[config.mk]
export PLATFORM = sky130hd
export DESIGN_NAME = key_matrix_hid_event_engine_core
export DESIGN_NICKNAME = d
export VERILOG_FILES = /design/src/kmh_pkg.sv /design/src/kmh_cfg.sv /design/src/kmh_front.sv /design/src/kmh_queue.sv /design/src/kmh_back.sv /design/src/key_matrix_hid_event_engine_core.sv
export SDC_FILE = /design/constraint.sdc
export NUM_CORES = 1
export LEC_CHECK = 0
export BUFFER_PORTS_ARGS = -buffer_cell sky130_fd_sc_hd__buf_2
export CORE_MARGIN = 2
export CORE_UTILIZATION = 56
export DETAILED_ROUTE_END_ITERATION = 8
export PLACE_DENSITY_LB_ADDON = 0.1
export SKIP_LAST_GASP = 1
export SLEW_MARGIN = 10
export SYNTH_ARGS = -nofsm -noshare
export SYNTH_HDL_FRONTEND = slang
export SYNTH_HIERARCHICAL = 1
export SYNTH_SLANG_ARGS = --single-unit
[constraint.sdc]
create_clock -name clk -period 5.7 [get_ports clk]
set_input_delay 0.57 -clock clk [delete_from_list [all_inputs] [get_ports clk]]
set_output_delay 0.57 -clock clk [all_outputs]
set_load 0.03 [all_outputs]
[src/kmh_pkg.sv]
// Shared types, constants and helpers for the key matrix HID event engine.
package kmh_pkg;

    // Matrix size defaults and fixed field widths
    localparam int ROWS_DEF     = 4;
    localparam int COLS_DEF     = 3;
    localparam int QUEUE_DEPTH  = 2;
    localparam int KEYS_W       = 12;
    localparam int AXIS_W       = 10;
    localparam int ACT_W        = 9;
    localparam int POS_IDX_W    = 4;
    localparam int KEYMAP_LO_W  = 63;
    localparam int KEYMAP_HI_W  = 45;
    localparam int KEYMAP_W     = KEYMAP_LO_W + KEYMAP_HI_W;
    localparam int CFG_DATA_W   = 63;
    localparam int CFG_IDX_W    = 3;
    localparam int IN_TDATA_W   = 32;
    localparam int OUT_TDATA_W  = 32;
    localparam int KIND_W       = 3;

    // Action codes
    localparam logic [ACT_W-1:0] ACT_NONE     = 9'h000;
    localparam logic [ACT_W-1:0] ACT_TEXT_LO  = 9'h020;
    localparam logic [ACT_W-1:0] ACT_TEXT_HI  = 9'h080;
    localparam logic [ACT_W-1:0] ACT_MOUSE    = 9'h100;
    localparam logic [ACT_W-1:0] ACT_WHEEL_UP = 9'h103;
    localparam logic [ACT_W-1:0] ACT_WHEEL_DN = 9'h104;

    // Register indexes
    localparam logic [CFG_IDX_W-1:0] REG_KEYMAP_LOW  = 3'd0;
    localparam logic [CFG_IDX_W-1:0] REG_KEYMAP_HIGH = 3'd1;
    localparam logic [CFG_IDX_W-1:0] REG_DEADZONE    = 3'd2;
    localparam logic [CFG_IDX_W-1:0] REG_SCALE_SHIFT = 3'd3;
    localparam logic [CFG_IDX_W-1:0] REG_WHEEL_TRIG  = 3'd4;
    localparam logic [CFG_IDX_W-1:0] REG_WHEEL_COOL  = 3'd5;
    localparam logic [CFG_IDX_W-1:0] REG_CENTER_X    = 3'd6;
    localparam logic [CFG_IDX_W-1:0] REG_CENTER_Y    = 3'd7;

    // Register reset values
    localparam logic [AXIS_W-1:0] DEADZONE_RST    = 10'd25;
    localparam logic [2:0]        SCALE_SHIFT_RST = 3'd4;
    localparam logic [3:0]        WHEEL_TRIG_RST  = 4'd4;
    localparam logic [7:0]        WHEEL_COOL_RST  = 8'd12;
    localparam logic [AXIS_W-1:0] CENTER_RST      = 10'd512;

    // Event kinds
    localparam logic [KIND_W-1:0] KIND_KEY_PRESS   = 3'd0;
    localparam logic [KIND_W-1:0] KIND_KEY_RELEASE = 3'd1;
    localparam logic [KIND_W-1:0] KIND_BTN_PRESS   = 3'd2;
    localparam logic [KIND_W-1:0] KIND_BTN_RELEASE = 3'd3;
    localparam logic [KIND_W-1:0] KIND_WHEEL       = 3'd4;
    localparam logic [KIND_W-1:0] KIND_MOVE        = 3'd5;
    localparam logic [KIND_W-1:0] KIND_FRAME_END   = 3'd6;

    typedef struct packed {
        logic [KEYMAP_LO_W-1:0] keymap_low;
        logic [KEYMAP_HI_W-1:0] keymap_high;
        logic [AXIS_W-1:0]      dead_band;
        logic [2:0]             joy_scale_shift;
        logic [3:0]             wheel_arm;
        logic [7:0]             wheel_gap;
        logic [AXIS_W-1:0]      center_x;
        logic [AXIS_W-1:0]      center_y;
    } cfg_t;

    // One classified frame as it travels from front to back
    typedef struct packed {
        logic [KEYS_W-1:0] raw;
        logic              hit;
        logic              mv;
        logic [7:0]        mx;
        logic [7:0]        my;
    } frame_t;

    // Action of a position; undefined codes read as unused
    function automatic logic [ACT_W-1:0] action_at(cfg_t cfg, logic [POS_IDX_W-1:0] pos);
        logic [KEYMAP_W-1:0] map;
        logic [ACT_W-1:0]    a;
        map = {cfg.keymap_high, cfg.keymap_low};
        a   = map[ACT_W*pos +: ACT_W];
        return (a > ACT_WHEEL_DN) ? ACT_NONE : a;
    endfunction

endpackage

[src/kmh_cfg.sv]
// Configuration register file of the key matrix HID event engine.
module kmh_cfg
    import kmh_pkg::*;
(
    input  logic                  clk,
    input  logic                  rst_n,
    input  logic                  we,
    input  logic [CFG_IDX_W-1:0]  index,
    input  logic [CFG_DATA_W-1:0] data,
    output cfg_t                  cfg
);

    cfg_t cfg_reg;

    // Decode the index and store the masked value
    always_ff @(posedge clk or negedge rst_n)
    begin
        if (!rst_n)
        begin
            cfg_reg.keymap_low      <= '0;
            cfg_reg.keymap_high     <= '0;
            cfg_reg.dead_band       <= DEADZONE_RST;
            cfg_reg.joy_scale_shift <= SCALE_SHIFT_RST;
            cfg_reg.wheel_arm       <= WHEEL_TRIG_RST;
            cfg_reg.wheel_gap       <= WHEEL_COOL_RST;
            cfg_reg.center_x        <= CENTER_RST;
            cfg_reg.center_y        <= CENTER_RST;
        end
        else if (we)
        begin
            unique case (index)
                REG_KEYMAP_LOW:  cfg_reg.keymap_low      <= data[KEYMAP_LO_W-1:0];
                REG_KEYMAP_HIGH: cfg_reg.keymap_high     <= data[KEYMAP_HI_W-1:0];
                REG_DEADZONE:    cfg_reg.dead_band       <= data[AXIS_W-1:0];
                REG_SCALE_SHIFT: cfg_reg.joy_scale_shift <= data[2:0];
                REG_WHEEL_TRIG:  cfg_reg.wheel_arm       <= data[3:0];
                REG_WHEEL_COOL:  cfg_reg.wheel_gap       <= data[7:0];
                REG_CENTER_X:    cfg_reg.center_x        <= data[AXIS_W-1:0];
                REG_CENTER_Y:    cfg_reg.center_y        <= data[AXIS_W-1:0];
                default:         cfg_reg.center_y        <= cfg_reg.center_y;
            endcase
        end
    end

    assign cfg = cfg_reg;

endmodule

[src/kmh_front.sv]
// Front end: accepts scan frames, checks for mapped presses and scales joystick motion.
module kmh_front
    import kmh_pkg::*;
#(
    parameter int ROWS = ROWS_DEF,
    parameter int COLS = COLS_DEF
)
(
    input  logic                  s_tvalid,
    output logic                  s_tready,
    input  logic [IN_TDATA_W-1:0] s_tdata,
    input  cfg_t                  cfg,
    input  logic                  q_full,
    output logic                  push,
    output frame_t                push_data
);

    localparam int NPOS = ROWS * COLS;

    logic [KEYS_W-1:0] raw;
    logic [AXIS_W-1:0] joy_x;
    logic [AXIS_W-1:0] joy_y;
    logic [8:0]        ax_x;
    logic [8:0]        ax_y;
    logic              hit;

    // Deadzone test and scaled, saturated offset: {pass, value}
    function automatic logic [8:0] axis_eval(logic [AXIS_W-1:0] s, logic [AXIS_W-1:0] ctr,
                                             logic [AXIS_W-1:0] dz, logic [2:0] sh);
        logic [AXIS_W:0]   d;
        logic              neg;
        logic [AXIS_W:0]   mag_w;
        logic [AXIS_W-1:0] mag;
        logic [AXIS_W-1:0] shf;
        logic [7:0]        v;
        logic              pass;
        d     = {1'b0, s} - {1'b0, ctr};
        neg   = d[AXIS_W];
        mag_w = neg ? (~d + 11'd1) : d;
        mag   = mag_w[AXIS_W-1:0];
        pass  = (mag >= dz);
        shf   = mag >> sh;
        if (!neg)
            v = (shf > 10'd127) ? 8'd127 : shf[7:0];
        else
            v = (shf >= 10'd128) ? 8'h80 : (~shf[7:0] + 8'd1);
        return {pass, v};
    endfunction

    assign raw   = s_tdata[KEYS_W-1:0];
    assign joy_x = s_tdata[KEYS_W +: AXIS_W];
    assign joy_y = s_tdata[KEYS_W+AXIS_W +: AXIS_W];

    // Flag a closed switch on a mapped position
    always_comb
    begin
        hit = 1'b0;
        for (int p = 0; p < NPOS; p++)
        begin
            if (raw[p] && (action_at(cfg, POS_IDX_W'(p)) != ACT_NONE))
                hit = 1'b1;
        end
    end

    assign ax_x = axis_eval(joy_x, cfg.center_x, cfg.dead_band, cfg.joy_scale_shift);
    assign ax_y = axis_eval(joy_y, cfg.center_y, cfg.dead_band, cfg.joy_scale_shift);

    // Take a frame whenever the queue has room
    assign s_tready      = !q_full;
    assign push          = s_tvalid && !q_full;
    assign push_data.raw = raw;
    assign push_data.hit = hit;
    assign push_data.mv  = (ax_x[8] || ax_y[8]) && ((ax_x[7:0] != 8'd0) || (ax_y[7:0] != 8'd0));
    assign push_data.mx  = ax_x[7:0];
    assign push_data.my  = ax_y[7:0];

endmodule

[src/kmh_queue.sv]
// Short frame queue between the front and back ends.
module kmh_queue
    import kmh_pkg::*;
#(
    parameter int DEPTH = QUEUE_DEPTH
)
(
    input  logic   clk,
    input  logic   rst_n,
    input  logic   push,
    input  frame_t push_data,
    output logic   full,
    input  logic   pop,
    output frame_t pop_data,
    output logic   not_empty
);

    localparam int PTR_W = (DEPTH > 1) ? $clog2(DEPTH) : 1;
    localparam int CNT_W = $clog2(DEPTH + 1);
    localparam logic [PTR_W-1:0] PTR_LAST = PTR_W'(DEPTH - 1);
    localparam logic [CNT_W-1:0] CNT_FULL = CNT_W'(DEPTH);

    frame_t           entry_reg [DEPTH];
    logic [PTR_W-1:0] wr_ptr_reg;
    logic [PTR_W-1:0] wr_ptr_next;
    logic [PTR_W-1:0] rd_ptr_reg;
    logic [PTR_W-1:0] rd_ptr_next;
    logic [CNT_W-1:0] count_reg;
    logic [CNT_W-1:0] count_next;
    logic             do_push;
    logic             do_pop;

    assign full      = (count_reg == CNT_FULL);
    assign not_empty = (count_reg != '0);
    assign do_push   = push && !full;
    assign do_pop    = pop && not_empty;
    assign pop_data  = entry_reg[rd_ptr_reg];

    // Advance pointers with wrap and track the fill level
    always_comb
    begin
        wr_ptr_next = wr_ptr_reg;
        rd_ptr_next = rd_ptr_reg;
        count_next  = count_reg;
        if (do_push)
            wr_ptr_next = (wr_ptr_reg == PTR_LAST) ? '0 : wr_ptr_reg + 1'b1;
        if (do_pop)
            rd_ptr_next = (rd_ptr_reg == PTR_LAST) ? '0 : rd_ptr_reg + 1'b1;
        if (do_push && !do_pop)
            count_next = count_reg + 1'b1;
        else if (do_pop && !do_push)
            count_next = count_reg - 1'b1;
    end

    always_ff @(posedge clk or negedge rst_n)
    begin
        if (!rst_n)
        begin
            wr_ptr_reg <= '0;
            rd_ptr_reg <= '0;
            count_reg  <= '0;
        end
        else
        begin
            wr_ptr_reg <= wr_ptr_next;
            rd_ptr_reg <= rd_ptr_next;
            count_reg  <= count_next;
        end
    end

    // Store the pushed frame
    always_ff @(posedge clk)
    begin
        if (do_push)
            entry_reg[wr_ptr_reg] <= push_data;
    end

    a_count_bound: assert property (@(posedge clk) disable iff (!rst_n)
        count_reg <= CNT_FULL)
        else $error("queue fill level beyond depth");

endmodule

[src/kmh_back.sv]
// Back end: visits matrix positions, tracks key and wheel state and emits events.
module kmh_back
    import kmh_pkg::*;
#(
    parameter int ROWS = ROWS_DEF,
    parameter int COLS = COLS_DEF
)
(
    input  logic              clk,
    input  logic              rst_n,
    input  cfg_t              cfg,
    input  logic              q_valid,
    input  frame_t            q_data,
    output logic              q_pop,
    output logic              out_valid,
    input  logic              out_ready,
    output logic [KIND_W-1:0] out_kind,
    output logic [7:0]        out_code,
    output logic [7:0]        out_mx,
    output logic [7:0]        out_my,
    output logic [1:0]        out_ws,
    output logic              out_lm,
    output logic              out_lt,
    output logic              out_ls,
    output logic              out_last
);

    localparam int NPOS = ROWS * COLS;
    localparam int PW   = (NPOS > 1) ? $clog2(NPOS) : 1;
    localparam int RW   = (ROWS > 1) ? $clog2(ROWS) : 1;
    localparam int CW   = (COLS > 1) ? $clog2(COLS) : 1;
    localparam logic [PW-1:0] POS_LAST = PW'(NPOS - 1);
    localparam logic [CW-1:0] COL_LAST = CW'(COLS - 1);

    localparam logic [1:0] S_IDLE = 2'd0;
    localparam logic [1:0] S_SCAN = 2'd1;
    localparam logic [1:0] S_MOVE = 2'd2;
    localparam logic [1:0] S_END  = 2'd3;

    // Control state
    logic [1:0]      state_reg, state_next;
    logic            hid_active_reg, hid_active_next;
    logic [NPOS-1:0] held_reg, held_next;
    logic [3:0]      wcnt_reg [NPOS];
    logic [7:0]      wwait_reg [NPOS];
    logic [3:0]      wcnt_next;
    logic [7:0]      wwait_next;
    logic [PW-1:0]   pos_reg, pos_next;
    logic [RW-1:0]   row_reg, row_next;
    logic [CW-1:0]   col_reg, col_next;
    logic            out_valid_reg, out_valid_next;

    // Frame payload
    logic [NPOS-1:0] raw_reg;
    logic            mv_reg;
    logic [7:0]      mx_reg;
    logic [7:0]      my_reg;
    logic            lm_reg, lm_next;
    logic            lt_reg, lt_next;
    logic            ls_reg, ls_next;

    // Output payload
    logic [KIND_W-1:0] kind_reg, kind_next;
    logic [7:0]        code_reg, code_next;
    logic [7:0]        omx_reg, omx_next;
    logic [7:0]        omy_reg, omy_next;
    logic [1:0]        ws_reg, ws_next;
    logic              olm_reg, olm_next;
    logic              olt_reg, olt_next;
    logic              ols_reg, ols_next;
    logic              last_reg, last_next;

    // Step signals
    logic             emit_ok;
    logic             out_load;
    logic             scan_do;
    logic             take;
    logic [COLS-1:0]  held_m [ROWS];
    logic             ghost;
    logic [ACT_W-1:0] act;
    logic [ACT_W-1:0] btn_idx;
    logic             mapped;
    logic             is_key;
    logic             is_wheel;
    logic             held_cur;
    logic             pr;
    logic [3:0]       cnt_cur;
    logic [3:0]       cnt_inc;
    logic [7:0]       wait_cur;
    logic [7:0]       wait_dec;
    logic             wheel_fire;
    logic             held_new;
    logic             step_emit;
    logic             cls_m;
    logic             cls_t;

    assign emit_ok = !out_valid_reg || out_ready;
    assign scan_do = (state_reg == S_SCAN) && emit_ok;
    assign take    = (state_reg == S_IDLE) && q_valid;
    assign q_pop   = take;

    // Matrix view of the held bits
    always_comb
    begin
        for (int r = 0; r < ROWS; r++)
        begin
            for (int c = 0; c < COLS; c++)
                held_m[r][c] = held_reg[r*COLS + c];
        end
    end

    // Fourth corner of a held rectangle
    always_comb
    begin
        ghost = 1'b0;
        for (int r2 = 0; r2 < ROWS; r2++)
        begin
            for (int c2 = 0; c2 < COLS; c2++)
            begin
                if ((row_reg != RW'(r2)) && (col_reg != CW'(c2)) && held_m[r2][col_reg]
                    && held_m[row_reg][c2] && held_m[r2][c2])
                    ghost = 1'b1;
            end
        end
    end

    // Evaluate the current position
    always_comb
    begin
        act        = action_at(cfg, POS_IDX_W'(pos_reg));
        btn_idx    = act - ACT_MOUSE;
        mapped     = (act != ACT_NONE);
        is_key     = (act < ACT_MOUSE);
        is_wheel   = (act >= ACT_WHEEL_UP);
        held_cur   = held_reg[pos_reg];
        pr         = raw_reg[pos_reg] && (held_cur || !ghost);
        cnt_cur    = wcnt_reg[pos_reg];
        wait_cur   = wwait_reg[pos_reg];
        wait_dec   = (wait_cur != 8'd0) ? (wait_cur - 8'd1) : 8'd0;
        cnt_inc    = (cnt_cur < cfg.wheel_arm) ? (cnt_cur + 4'd1) : cnt_cur;
        wheel_fire = pr && (cnt_inc >= cfg.wheel_arm) && (wait_dec == 8'd0);
        wcnt_next  = pr ? cnt_inc : 4'd0;
        wwait_next = wheel_fire ? cfg.wheel_gap : wait_dec;
        held_new   = mapped ? pr : held_cur;
        step_emit  = mapped && (is_wheel ? wheel_fire : (pr != held_cur));
        cls_m      = (act >= ACT_MOUSE);
        cls_t      = !cls_m && (act >= ACT_TEXT_LO) && (act < ACT_TEXT_HI);
    end

    // Sequencer and output register loading
    always_comb
    begin
        state_next      = state_reg;
        hid_active_next = hid_active_reg;
        held_next       = held_reg;
        pos_next        = pos_reg;
        row_next        = row_reg;
        col_next        = col_reg;
        lm_next         = lm_reg;
        lt_next         = lt_reg;
        ls_next         = ls_reg;
        out_load        = 1'b0;
        kind_next       = KIND_FRAME_END;
        code_next       = 8'd0;
        omx_next        = 8'd0;
        omy_next        = 8'd0;
        ws_next         = 2'd0;
        olm_next        = 1'b0;
        olt_next        = 1'b0;
        ols_next        = 1'b0;
        last_next       = 1'b0;

        unique case (state_reg)
            S_IDLE:
            begin
                if (take)
                begin
                    lm_next  = 1'b0;
                    lt_next  = 1'b0;
                    ls_next  = 1'b0;
                    pos_next = '0;
                    row_next = '0;
                    col_next = '0;
                    if (hid_active_reg || q_data.hit)
                    begin
                        hid_active_next = 1'b1;
                        state_next      = S_SCAN;
                    end
                    else
                    begin
                        state_next = S_END;
                    end
                end
            end
            S_SCAN:
            begin
                if (emit_ok)
                begin
                    held_next[pos_reg] = held_new;
                    if (held_new)
                    begin
                        lm_next = lm_reg || cls_m;
                        lt_next = lt_reg || cls_t;
                        ls_next = ls_reg || (!cls_m && !cls_t);
                    end
                    if (step_emit)
                    begin
                        out_load = 1'b1;
                        if (is_wheel)
                        begin
                            kind_next = KIND_WHEEL;
                            ws_next   = (act == ACT_WHEEL_UP) ? 2'b01 : 2'b11;
                        end
                        else if (is_key)
                        begin
                            kind_next = pr ? KIND_KEY_PRESS : KIND_KEY_RELEASE;
                            code_next = act[7:0];
                        end
                        else
                        begin
                            kind_next = pr ? KIND_BTN_PRESS : KIND_BTN_RELEASE;
                            code_next = btn_idx[7:0];
                        end
                    end
                    // Step to the next position in row-major order
                    pos_next = pos_reg + 1'b1;
                    if (col_reg == COL_LAST)
                    begin
                        col_next = '0;
                        row_next = row_reg + 1'b1;
                    end
                    else
                    begin
                        col_next = col_reg + 1'b1;
                    end
                    if (pos_reg == POS_LAST)
                        state_next = S_MOVE;
                end
            end
            S_MOVE:
            begin
                if (!mv_reg)
                begin
                    state_next = S_END;
                end
                else if (emit_ok)
                begin
                    out_load   = 1'b1;
                    kind_next  = KIND_MOVE;
                    omx_next   = mx_reg;
                    omy_next   = my_reg;
                    state_next = S_END;
                end
            end
            S_END:
            begin
                if (emit_ok)
                begin
                    out_load   = 1'b1;
                    kind_next  = KIND_FRAME_END;
                    olm_next   = lm_reg;
                    olt_next   = lt_reg;
                    ols_next   = ls_reg;
                    last_next  = 1'b1;
                    state_next = S_IDLE;
                end
            end
            default:
            begin
                state_next = S_IDLE;
            end
        endcase

        out_valid_next = out_load ? 1'b1 : (out_ready ? 1'b0 : out_valid_reg);
    end

    // Control registers
    always_ff @(posedge clk or negedge rst_n)
    begin
        if (!rst_n)
        begin
            state_reg      <= S_IDLE;
            hid_active_reg <= 1'b0;
            held_reg       <= '0;
            pos_reg        <= '0;
            row_reg        <= '0;
            col_reg        <= '0;
            out_valid_reg  <= 1'b0;
            for (int p = 0; p < NPOS; p++)
            begin
                wcnt_reg[p]  <= 4'd0;
                wwait_reg[p] <= 8'd0;
            end
        end
        else
        begin
            state_reg      <= state_next;
            hid_active_reg <= hid_active_next;
            held_reg       <= held_next;
            pos_reg        <= pos_next;
            row_reg        <= row_next;
            col_reg        <= col_next;
            out_valid_reg  <= out_valid_next;
            // Wheel state changes only on wheel positions
            if (scan_do && mapped && is_wheel)
            begin
                wcnt_reg[pos_reg]  <= wcnt_next;
                wwait_reg[pos_reg] <= wwait_next;
            end
        end
    end

    // Frame and output payload
    always_ff @(posedge clk)
    begin
        if (take)
        begin
            raw_reg <= q_data.raw[NPOS-1:0];
            mv_reg  <= q_data.mv;
            mx_reg  <= q_data.mx;
            my_reg  <= q_data.my;
        end
        lm_reg <= lm_next;
        lt_reg <= lt_next;
        ls_reg <= ls_next;
        if (out_load)
        begin
            kind_reg <= kind_next;
            code_reg <= code_next;
            omx_reg  <= omx_next;
            omy_reg  <= omy_next;
            ws_reg   <= ws_next;
            olm_reg  <= olm_next;
            olt_reg  <= olt_next;
            ols_reg  <= ols_next;
            last_reg <= last_next;
        end
    end

    assign out_valid = out_valid_reg;
    assign out_kind  = kind_reg;
    assign out_code  = code_reg;
    assign out_mx    = omx_reg;
    assign out_my    = omy_reg;
    assign out_ws    = ws_reg;
    assign out_lm    = olm_reg;
    assign out_lt    = olt_reg;
    assign out_ls    = ols_reg;
    assign out_last  = last_reg;

    a_active_sticks: assert property (@(posedge clk) disable iff (!rst_n)
        hid_active_reg |=> hid_active_reg)
        else $error("hid_active cleared after being set");

    a_idle_no_held: assert property (@(posedge clk) disable iff (!rst_n)
        !hid_active_reg |-> (held_reg == '0))
        else $error("held position before first mapped press");

    a_scan_active: assert property (@(posedge clk) disable iff (!rst_n)
        (state_reg == S_SCAN) |-> hid_active_reg)
        else $error("position scan while inactive");

    a_end_loads_last: assert property (@(posedge clk) disable iff (!rst_n)
        ((state_reg == S_END) && emit_ok) |=> ((state_reg == S_IDLE) && out_valid_reg
                                               && last_reg && (kind_reg == KIND_FRAME_END)))
        else $error("frame end item not loaded");

endmodule

[src/key_matrix_hid_event_engine_core.sv]
// Top level of the key matrix HID event engine.
//
//  channel   dir  handshake                   payload
//  s_axis    in   s_axis_tvalid/tready        tdata: raw_keys, joy_x, joy_y
//  m_axis    out  m_axis_tvalid/tready        tdata: code, moves, wheel, leds; tuser kind
//  cfg       in   cfg_we                      cfg_index, cfg_data
//
// In the back end a frame is loaded in the idle state, then each matrix position is
// visited in turn, followed by the motion state and the frame end item.
// Frames before the first mapped press go from the load straight to the frame end item.
// The position sequencer sets the pace; up to two classified frames wait in
// the queue, and the front accepts one transfer per cycle while it has room.
// Reset clears all key, wheel and activity state; a stalled result holds the
// back end while the front keeps filling the queue.
module key_matrix_hid_event_engine_core
    import kmh_pkg::*;
#(
    parameter int ROWS   = ROWS_DEF,
    parameter int COLS   = COLS_DEF,
    parameter int QDEPTH = QUEUE_DEPTH
)
(
    input  logic                   clk,
    input  logic                   rst_n,
    input  logic                   cfg_we,
    input  logic [CFG_IDX_W-1:0]   cfg_index,
    input  logic [CFG_DATA_W-1:0]  cfg_data,
    input  logic                   s_axis_tvalid,
    output logic                   s_axis_tready,
    // raw_keys[11:0], joy_x[21:12], joy_y[31:22]
    input  logic [IN_TDATA_W-1:0]  s_axis_tdata,
    output logic                   m_axis_tvalid,
    input  logic                   m_axis_tready,
    // event_code[7:0], move_x[15:8], move_y[23:16], wheel_step[25:24],
    // led_mouse[26], led_text[27], led_special[28], zero[31:29]
    output logic [OUT_TDATA_W-1:0] m_axis_tdata,
    // event_kind[2:0]
    output logic [KIND_W-1:0]      m_axis_tuser,
    output logic                   m_axis_tlast
);

    cfg_t        cfg;
    logic        q_full;
    logic        push;
    frame_t      push_data;
    logic        q_pop;
    frame_t      q_data;
    logic        q_valid;
    logic [7:0]  out_code;
    logic [7:0]  out_mx;
    logic [7:0]  out_my;
    logic [1:0]  out_ws;
    logic        out_lm;
    logic        out_lt;
    logic        out_ls;

    kmh_cfg u_cfg (
        .clk   (clk),
        .rst_n (rst_n),
        .we    (cfg_we),
        .index (cfg_index),
        .data  (cfg_data),
        .cfg   (cfg)
    );

    kmh_front #(
        .ROWS (ROWS),
        .COLS (COLS)
    ) u_front (
        .s_tvalid  (s_axis_tvalid),
        .s_tready  (s_axis_tready),
        .s_tdata   (s_axis_tdata),
        .cfg       (cfg),
        .q_full    (q_full),
        .push      (push),
        .push_data (push_data)
    );

    kmh_queue #(
        .DEPTH (QDEPTH)
    ) u_queue (
        .clk       (clk),
        .rst_n     (rst_n),
        .push      (push),
        .push_data (push_data),
        .full      (q_full),
        .pop       (q_pop),
        .pop_data  (q_data),
        .not_empty (q_valid)
    );

    kmh_back #(
        .ROWS (ROWS),
        .COLS (COLS)
    ) u_back (
        .clk       (clk),
        .rst_n     (rst_n),
        .cfg       (cfg),
        .q_valid   (q_valid),
        .q_data    (q_data),
        .q_pop     (q_pop),
        .out_valid (m_axis_tvalid),
        .out_ready (m_axis_tready),
        .out_kind  (m_axis_tuser),
        .out_code  (out_code),
        .out_mx    (out_mx),
        .out_my    (out_my),
        .out_ws    (out_ws),
        .out_lm    (out_lm),
        .out_lt    (out_lt),
        .out_ls    (out_ls),
        .out_last  (m_axis_tlast)
    );

    // Pack the result fields, lowest field first
    assign m_axis_tdata = {3'b000, out_ls, out_lt, out_lm, out_ws, out_my, out_mx, out_code};

endmodule
==> qor.tcl, run 1 <==
set qor(global_route.usage.met2_pct) 43.5
set qor(crit_chain) {ha_1, fa_1, ha_1, nor3b_1, mux2i_1, a211oi_2, nor2_1, xnor2_2, inv_2, mux4_2, o22ai_2, inv_1, ha_1, nor2_1, a21o_1, nand3_1, or4b_2, or4_1, o31a_1}
set qor(global_route_track_usage_on_met1_pct) 43.4
set qor(cts_resized) 0
set qor(fp.dieArea_mm2) 0.0480
set qor(timing.critical_path.buf_inv) 2
set qor(vias_per_cell) 6.23
set qor(final_area_mm2) 0.0286
set qor(synth.area.top_cells) {dfrtp_1, edfxtp_1, mux2_2}
set qor(grt_pass1_vias) 17800
set qor(post-route-util_pct) 62.9
set qor(internal_power_mw) 8.73
set qor(worst-slew-pin-transition_ns) 1.13
set qor(die_w_um) 219
set qor(min_path_type) {input port to asynchronous set/reset pin}
set qor(totalNegativeSetupSlack_ns) 0
set qor(cts_root_buffer) {clkbuf_16}
set qor(grt_max_degree) 147
set qor(outcome) {finished, final reports clean}
set qor(report.final.hold_viol_count) 0
set qor(min_period_over_period_pct) 94.7
set qor(placementRows) 78
set qor(grt_first_pass_wirelength_um) 106000
set qor(track_usage_pct) 28.8
set qor(synth_top_cell_by_area) {dfrtp_1}
set qor(tritoncts_num_sinks) 450
set qor(final_common_cell) {dfrtp_1}
set qor(die_h_um) 219
set qor(largest_register_ff_count) 153
set qor(cp_top_family) {simple AND/OR/NAND/NOR gates}
set qor(final_net_count) 2439
set qor(worst_ep_arrival_time_ns) 5.73
set qor(period_needed_ns) 5.40
set qor(unrepaired_setup_endpoints_after_global_routing) {no}
set qor(syn_inst) 2137
set qor(clock.fmax_mhz) 185
set qor(drive_gt1_share_pct) 30.8
set qor(drc_errors) 0
set qor(layout_cells_excl_fill) 2905
set qor(dpl.cell_count) 2815
set qor(globalRoute.busiestLayer) {met2}
set qor(routed_wl_um) 67900
set qor(worst_setup_hold_path_clk_slew_ns) 0.06
set qor(detailedRoute.firstIterationViolations) 1593
set qor(yosys_register_bits) 450
set qor(p_comb_share_pct) 45.7
set qor(core_footprint_mm2) 0.0455
set qor(gp_congestion) 0.898
set qor(synth_async_sr_flop_share_pct) 72.2
set qor(power.net_switching_mw) 5.96
set qor(cts_buffer_depth) 3
set qor(pin_count) 141
set qor(p_clk_share_pct) 21.7
set qor(yosys.area.top_type_share_pct) 30.6
set qor(clock_skew_ns) 0.0326
set qor(fillCellCount) 3634
set qor(worst_ir_drop_vdd_mv) 0.318
set qor(power_total_mw) 14.7
set qor(synth_area_mm2) 0.0259
set qor(placed_cell_area_mm2) 0.0270
set qor(max_slew_margin_pct) 22.7
set qor(antenna_cells) 0
set qor(port-buffer-count) 137
set qor(first_pass_iters) 6
set qor(start_kind) {register}
set qor(initial_utilization_pct) 56.9
set qor(timing.critical_path.fanout_max) 5
set qor(tritoncts.num_buffers) 48
set qor(tritoncts) {done}
set qor(power_frac_seq_pct) 32.6
set qor(postCtsHoldBufs) 0
set qor(ys_seq_area_share_pct) 46.0
set qor(clock_latency_at_the_later_pin_of_the_worst_skew_pair_ns) 0.61
set qor(slowest_delay_ns) 0.61
set qor(synth_enable_flop_cells) 125
set qor(power.switching_fraction_pct) 40.5
set qor(antenna_found_initial) 1
set qor(crit_required_ns) 6.03
set qor(cts.repair_timing.setup_buffer_count) 0
set qor(report.final.slew_viol_count) 0
set qor(place_worst_setup_slack_ns) 0.116
set qor(critical_path.endpoint_type) {register}
set qor(postRouteAntennaNets) 0
set qor(area_growth_pct) 10.6
set qor(syn_area_per_cell_um2) 12.1
set qor(worst_hold_slack_ns) 0.0424
set qor(grt.met3_usage_pct) 4.27
set qor(report.final.setup_viol) 0
set qor(routed_wire_length_per_instance_um) 23.4
set qor(max-cap-violations) 0
set qor(setup_slack_ns) 0.300
set qor(routed-via-count) 18100
set qor(slowest_stage) {or4b_2}
set qor(htree_levels) 2
set qor(total_leakage_power_nw) 12.3
set qor(yosysWarnings) 6
set qor(layout_common_cells) {dfrtp_1, mux2_2, buf_2}
set qor(synth.lib_cells_used.distinct) 125
set qor(synth-main-ff-cell) {dfrtp_1}
set qor(globalRoute.totalOverflow) 0
set qor(cellPowerDensity_mw_per_mm2) 513
set qor(place.detailed.hpwl_um) 48500
set qor(timing_worst_setup_path_type) {register to register}
set qor(cell_seen_most_often_among_critical_path_stages) {ha_1}
-- cell families after synthesis --
group	Yosys count	synth area share, %
simple gates	531	11.0
flops	450	46.0
compound gates	431	11.9
mux	407	21.5
buf+inv	211	4.80
fa+ha+maj	70	3.44
xor+xnor	36	1.33
other cells	1	0.0145
-- layer usage --
layer / part of all wire (%) / vias to the layer above
met4: 2.1 / 2
met5: 0.019 / -
met1: 47 / 9143
met3: 6.3 / 87
met2: 44 / 615
li1: - / 8256
-- synthesized netlist by cell type (all sizes together), types with 6 or more instances --
library cell / instances
dfrtp: 316
mux2: 286
nor2: 135
nand2: 131
edfxtp: 125
buf: 97
a21oi: 94
inv: 79
o21ai: 73
ha: 68
mux2i: 64
mux4: 57
nor3: 44
o2bb2ai: 41
clkbuf: 34
nand3: 34
and2: 31
a21o: 24
a22oi: 24
and3: 23
xnor2: 23
nor2b: 22
a31oi: 19
nand2b: 19
nor4: 19
o22ai: 16
a22o: 13
o21a: 13
xor2: 13
or2: 12
nand4: 11
o211ai: 11
a211oi: 10
or3: 10
dfstp: 9
or4: 9
a211o: 8
o31ai: 8
o221ai: 7
nand4b: 6
-- worst reg2reg max path, delay by kind of cell (launching register included) --
family / cells / cell delay, ns
AO/OA/AOI/OAI: 4 / 0.81
AND/OR/NAND/NOR: 6 / 1.58
adder cells (fa/ha/maj): 4 / 1.31
buffers and inverters: 2 / 0.17
flip-flops: 1 / 0.40
XOR/XNOR: 1 / 0.25
multiplexers: 2 / 0.65
-- final cells by class --
class                           instances  area [um^2]  share of cell area, %
Clock buffer                           63         1320                   4.60
Multi-Input combinational cell       1479        12800                   44.6
Tap cell                              600          751                   2.62
Timing Repair Buffer                  207         1260                   4.40
Clock inverter                         26          308                   1.08
Sequential cell                       450        11900                   41.6
Inverter                               80          300                   1.05
-- power by group through the flow --
stage | Clock (mW) | Combinational (mW) | Sequential, mW
after floorplan | 0 | 4.75 | 4.83
after global placement | 0 | 6.50 | 4.82
after detailed placement | 0 | 6.60 | 4.84
after CTS | 3.24 | 6.63 | 4.79
after global routing | 3.38 | 7.28 | 4.88
final | 3.19 | 6.71 | 4.79
-- worst paths after layout --
| kind | startpoint | end | slack (ns) | cells after the start |
|---|---|---|---|---|
| setup / recovery | u_cfg/cfg[0] | u_queue/entry_reg[1][16] | 0.30 | 19 |
| hold / removal | rst_n | u_back/wwait_reg[27] | 0.04 | 1 |
| setup reg to reg | u_cfg/cfg[0] | u_queue/entry_reg[1][16] | 0.30 | 19 |
| hold reg to reg | u_back/hid_active_reg | u_back/hid_active_reg | 0.46 | 1 |
| max in group asynchronous | rst_n | u_cfg/cfg[7] | 4.32 | 2 |
| min in group clk | cfg_data[53] | u_cfg/cfg[143] | 0.20 | 2 |
(Power assumes the default switching activity.)
==> inputs of run 2 (changes only) <==
ABC_AREA = 1   (was default)
==> run 2 against run 1 <==
- area after synthesis down 0.78%
- via count up 24%
- critical path type unchanged
- non-clock buffer count down 32
==> qor.tcl, run 2 <==
set qor(outcome) {finished, final reports clean}
set qor(grt_first_pass_wirelength_um) 113000
set qor(cts.repair_timing.setup_buffer_count) 0
set qor(tritoncts.num_buffers) 48
set qor(slowest_delay_ns) 0.55
set qor(drc_errors) 0
set qor(post_synth_most_frequent_cells) {nand2_1, nand3_1, inv_1}
set qor(drive_gt1_share_pct) 11.6
set qor(worst_r2r_startpoint) {u_back/pos_reg[0]}
set qor(area_growth_pct) 9.40
set qor(tritoncts) {done}
set qor(period_needed_ns) 4.71
set qor(antenna_found_initial) 3
set qor(critical_path.reg2reg.endpoint) {u_back/out_my[4]}
set qor(tritoncts_num_sinks) 450
set qor(min_period_over_period_pct) 82.7
set qor(p_comb_share_pct) 46.3
set qor(layout_common_cells) {nand2_1, nand3_1, inv_1}
set qor(postRouteAntennaNets) 0
set qor(cts_resized) 0
set qor(total_leakage_power_nw) 14.0
set qor(die_h_um) 218
set qor(detailedRoute.firstIterationViolations) 2020
set qor(globalRoute.totalOverflow) 0
set qor(yosysWarnings) 6
set qor(die_w_um) 218
set qor(clock_latency_at_the_later_pin_of_the_worst_skew_pair_ns) 0.59
set qor(unrepaired_setup_endpoints_after_global_routing) {no}
set qor(cts_root_buffer) {clkbuf_16}
set qor(first_pass_iters) 6
set qor(slowest_stage) {dfrtp_4}
set qor(yosys_register_bits) 450
set qor(antenna_cells) 0
set qor(synth.area.top_cells) {dfrtp_1, nand2_1, edfxtp_1}
set qor(yosysMostFrequentCell) {nand2_1}
set qor(clock.fmax_mhz) 212
set qor(crit_required_ns) 5.93
set qor(final_common_cell) {nand2_1}
set qor(cellPowerDensity_mw_per_mm2) 540
set qor(postCtsHoldBufs) 0
set qor(synth_async_sr_flop_share_pct) 72.2
set qor(timing.critical_path.fanout_max) 61
set qor(routed_wire_length_per_instance_um) 17.1
set qor(synth_area_mm2) 0.0257
set qor(place.detailed.hpwl_um) 49700
set qor(worst_ep_arrival_time_ns) 4.94
set qor(start_kind) {register}
set qor(track_usage_pct) 29.8
set qor(internal_power_mw) 8.34
set qor(post-route-util_pct) 62.0
set qor(timing_worst_setup_path_type) {register to register}
set qor(vias_per_cell) 5.49
set qor(power.net_switching_mw) 6.83
set qor(syn_area_per_cell_um2) 7.58
set qor(critical_path.endpoint_type) {register}
set qor(ys_seq_area_share_pct) 46.3
set qor(pin_count) 141
set qor(synth_enable_flop_cells) 125
set qor(report.final.hold_viol_count) 0
set qor(gp_congestion) 0.917
set qor(clock_skew_ns) 0.0250
set qor(layout_cells_excl_fill) 4092
set qor(timing.reg2reg.worst_path_depth) 27
set qor(p_clk_share_pct) 21.3
set qor(report.final.setup_viol) 0
set qor(ff2ff_setup_slack_ns) 0.99
set qor(syn_inst) 3389
set qor(yosys.area.top_type_share_pct) 30.8
set qor(cts_buffer_depth) 3
set qor(power.switching_fraction_pct) 45.1
set qor(max_slew_margin_pct) 36.2
set qor(synth.lib_cells_used.distinct) 57
set qor(initial_utilization_pct) 56.7
set qor(report.final.slew_viol_count) 0
set qor(htree_levels) 2
set qor(synth-main-ff-cell) {dfrtp_1}
set qor(routed_wl_um) 70000
set qor(grt_pass1_vias) 21600
set qor(worst-slew-pin-transition_ns) 0.957
set qor(worst_setup_hold_path_clk_slew_ns) 0.06
set qor(max-cap-violations) 0
set qor(routed-via-count) 22500
set qor(synth_top_cell_by_area) {dfrtp_1}
set qor(core_footprint_mm2) 0.0453
set qor(fp.dieArea_mm2) 0.0476
set qor(largest_register_ff_count) 153
set qor(worst_ir_drop_vdd_mv) 0.304
set qor(final_net_count) 3626
set qor(port-buffer-count) 137
set qor(placementRows) 78
set qor(cell_seen_most_often_among_critical_path_stages) {nand2_1}
set qor(grt_max_degree) 124
set qor(power_frac_seq_pct) 32.4
set qor(dpl.cell_count) 4003
set qor(min_path_type) {input port to asynchronous set/reset pin}
set qor(totalNegativeSetupSlack_ns) 0
set qor(worst_hold_slack_ns) 0.0588
-- run 2: cell count changes in the layout (fill, tap and decap cells not counted), moves of 39 or more --
cell,before,now
mux2_4,105,0
o21ai_0,64,163
inv_1,76,322
mux2_2,180,0
o21ai_1,7,125
mux2i_1,63,0
nand2_2,4,43
nand2_1,126,1162
o2bb2ai_1,41,0
a21oi_1,92,42
nor2_1,132,234
nand3_1,33,348
mux4_2,53,0
-- run 2: final cells by class --
type	count	area [um^2]
fillers	4060	17200
well taps	600	751
flip-flops and latches	450	11900
clock inverters	22	270
multi-input cells	2425	11500
repair buffers	175	1010
inverters	353	1330
clock buffers	67	1350
-- run 2: kinds of logic after synthesis --
kind of cell	after synthesis	share of synthesized area, %
AND/OR/NAND/NOR	1940	32.3
buffers and inverters	516	9.09
flip-flops	450	46.3
AO/OA/AOI/OAI	408	8.68
adder cells (fa/ha/maj)	70	3.47
XOR/XNOR	4	0.136
other	1	0.0146
-- run 2: metrics by stage --
stage	power (mW)	instance area [um^2]	setup slack (ns)
after floorplan	10.1	25700	1.15
after CTS	15.2	28100	1.03
after global placement	11.8	26500	1.10
after detailed placement	11.9	26500	1.10
after global routing	16.3	28100	0.471
final	15.2	28100	0.986
-- run 2: layer usage --
metal / vias up / track usage [%] / part of all wire, %
met5: - / 0 / 0.066
met3: 149 / 4.43 / 5.9
met1: 10600 / 39.4 / 43
met4: 6 / 10.8 / 3.5
li1: 11000 / - / -
met2: 735 / 50.0 / 48
-- run 2: power groups by stage --
stage	Clock [mW]	Sequential (mW)	Combinational [mW]
after global placement	0	4.94	6.82
final	3.23	4.91	7.03
after CTS	3.29	4.91	6.99
after floorplan	0	4.97	5.12
after detailed placement	0	4.96	6.95
after global routing	3.40	5.00	7.88
-- run 2: critical path: cells and delay by family, from the launching register on --
family / cells / cell delay (ns)
DFF: 1 / 0.55
adders and majority gates: 2 / 0.53
and+or+nand+nor: 13 / 1.12
buffers and inverters: 5 / 1.14
AOI/OAI and AO/OA: 6 / 0.79
xor gates and xnor gates: 1 / 0.16
-- run 2: worst max path at each step --
stage,from,end,slack [ns],cells after the start
after floorplan,u_back/pos_reg[0],u_back/out_code[0],1.15,30
after global placement,u_back/pos_reg[0],u_back/out_mx[2],1.10,27
after detailed placement,u_back/pos_reg[0],u_back/out_my[6],1.10,26
after CTS,u_back/pos_reg[0],u_back/out_my[5],1.03,27
after global routing,u_back/pos_reg[0],u_back/out_mx[3],0.47,27
final,u_back/pos_reg[0],u_back/out_my[4],0.99,27
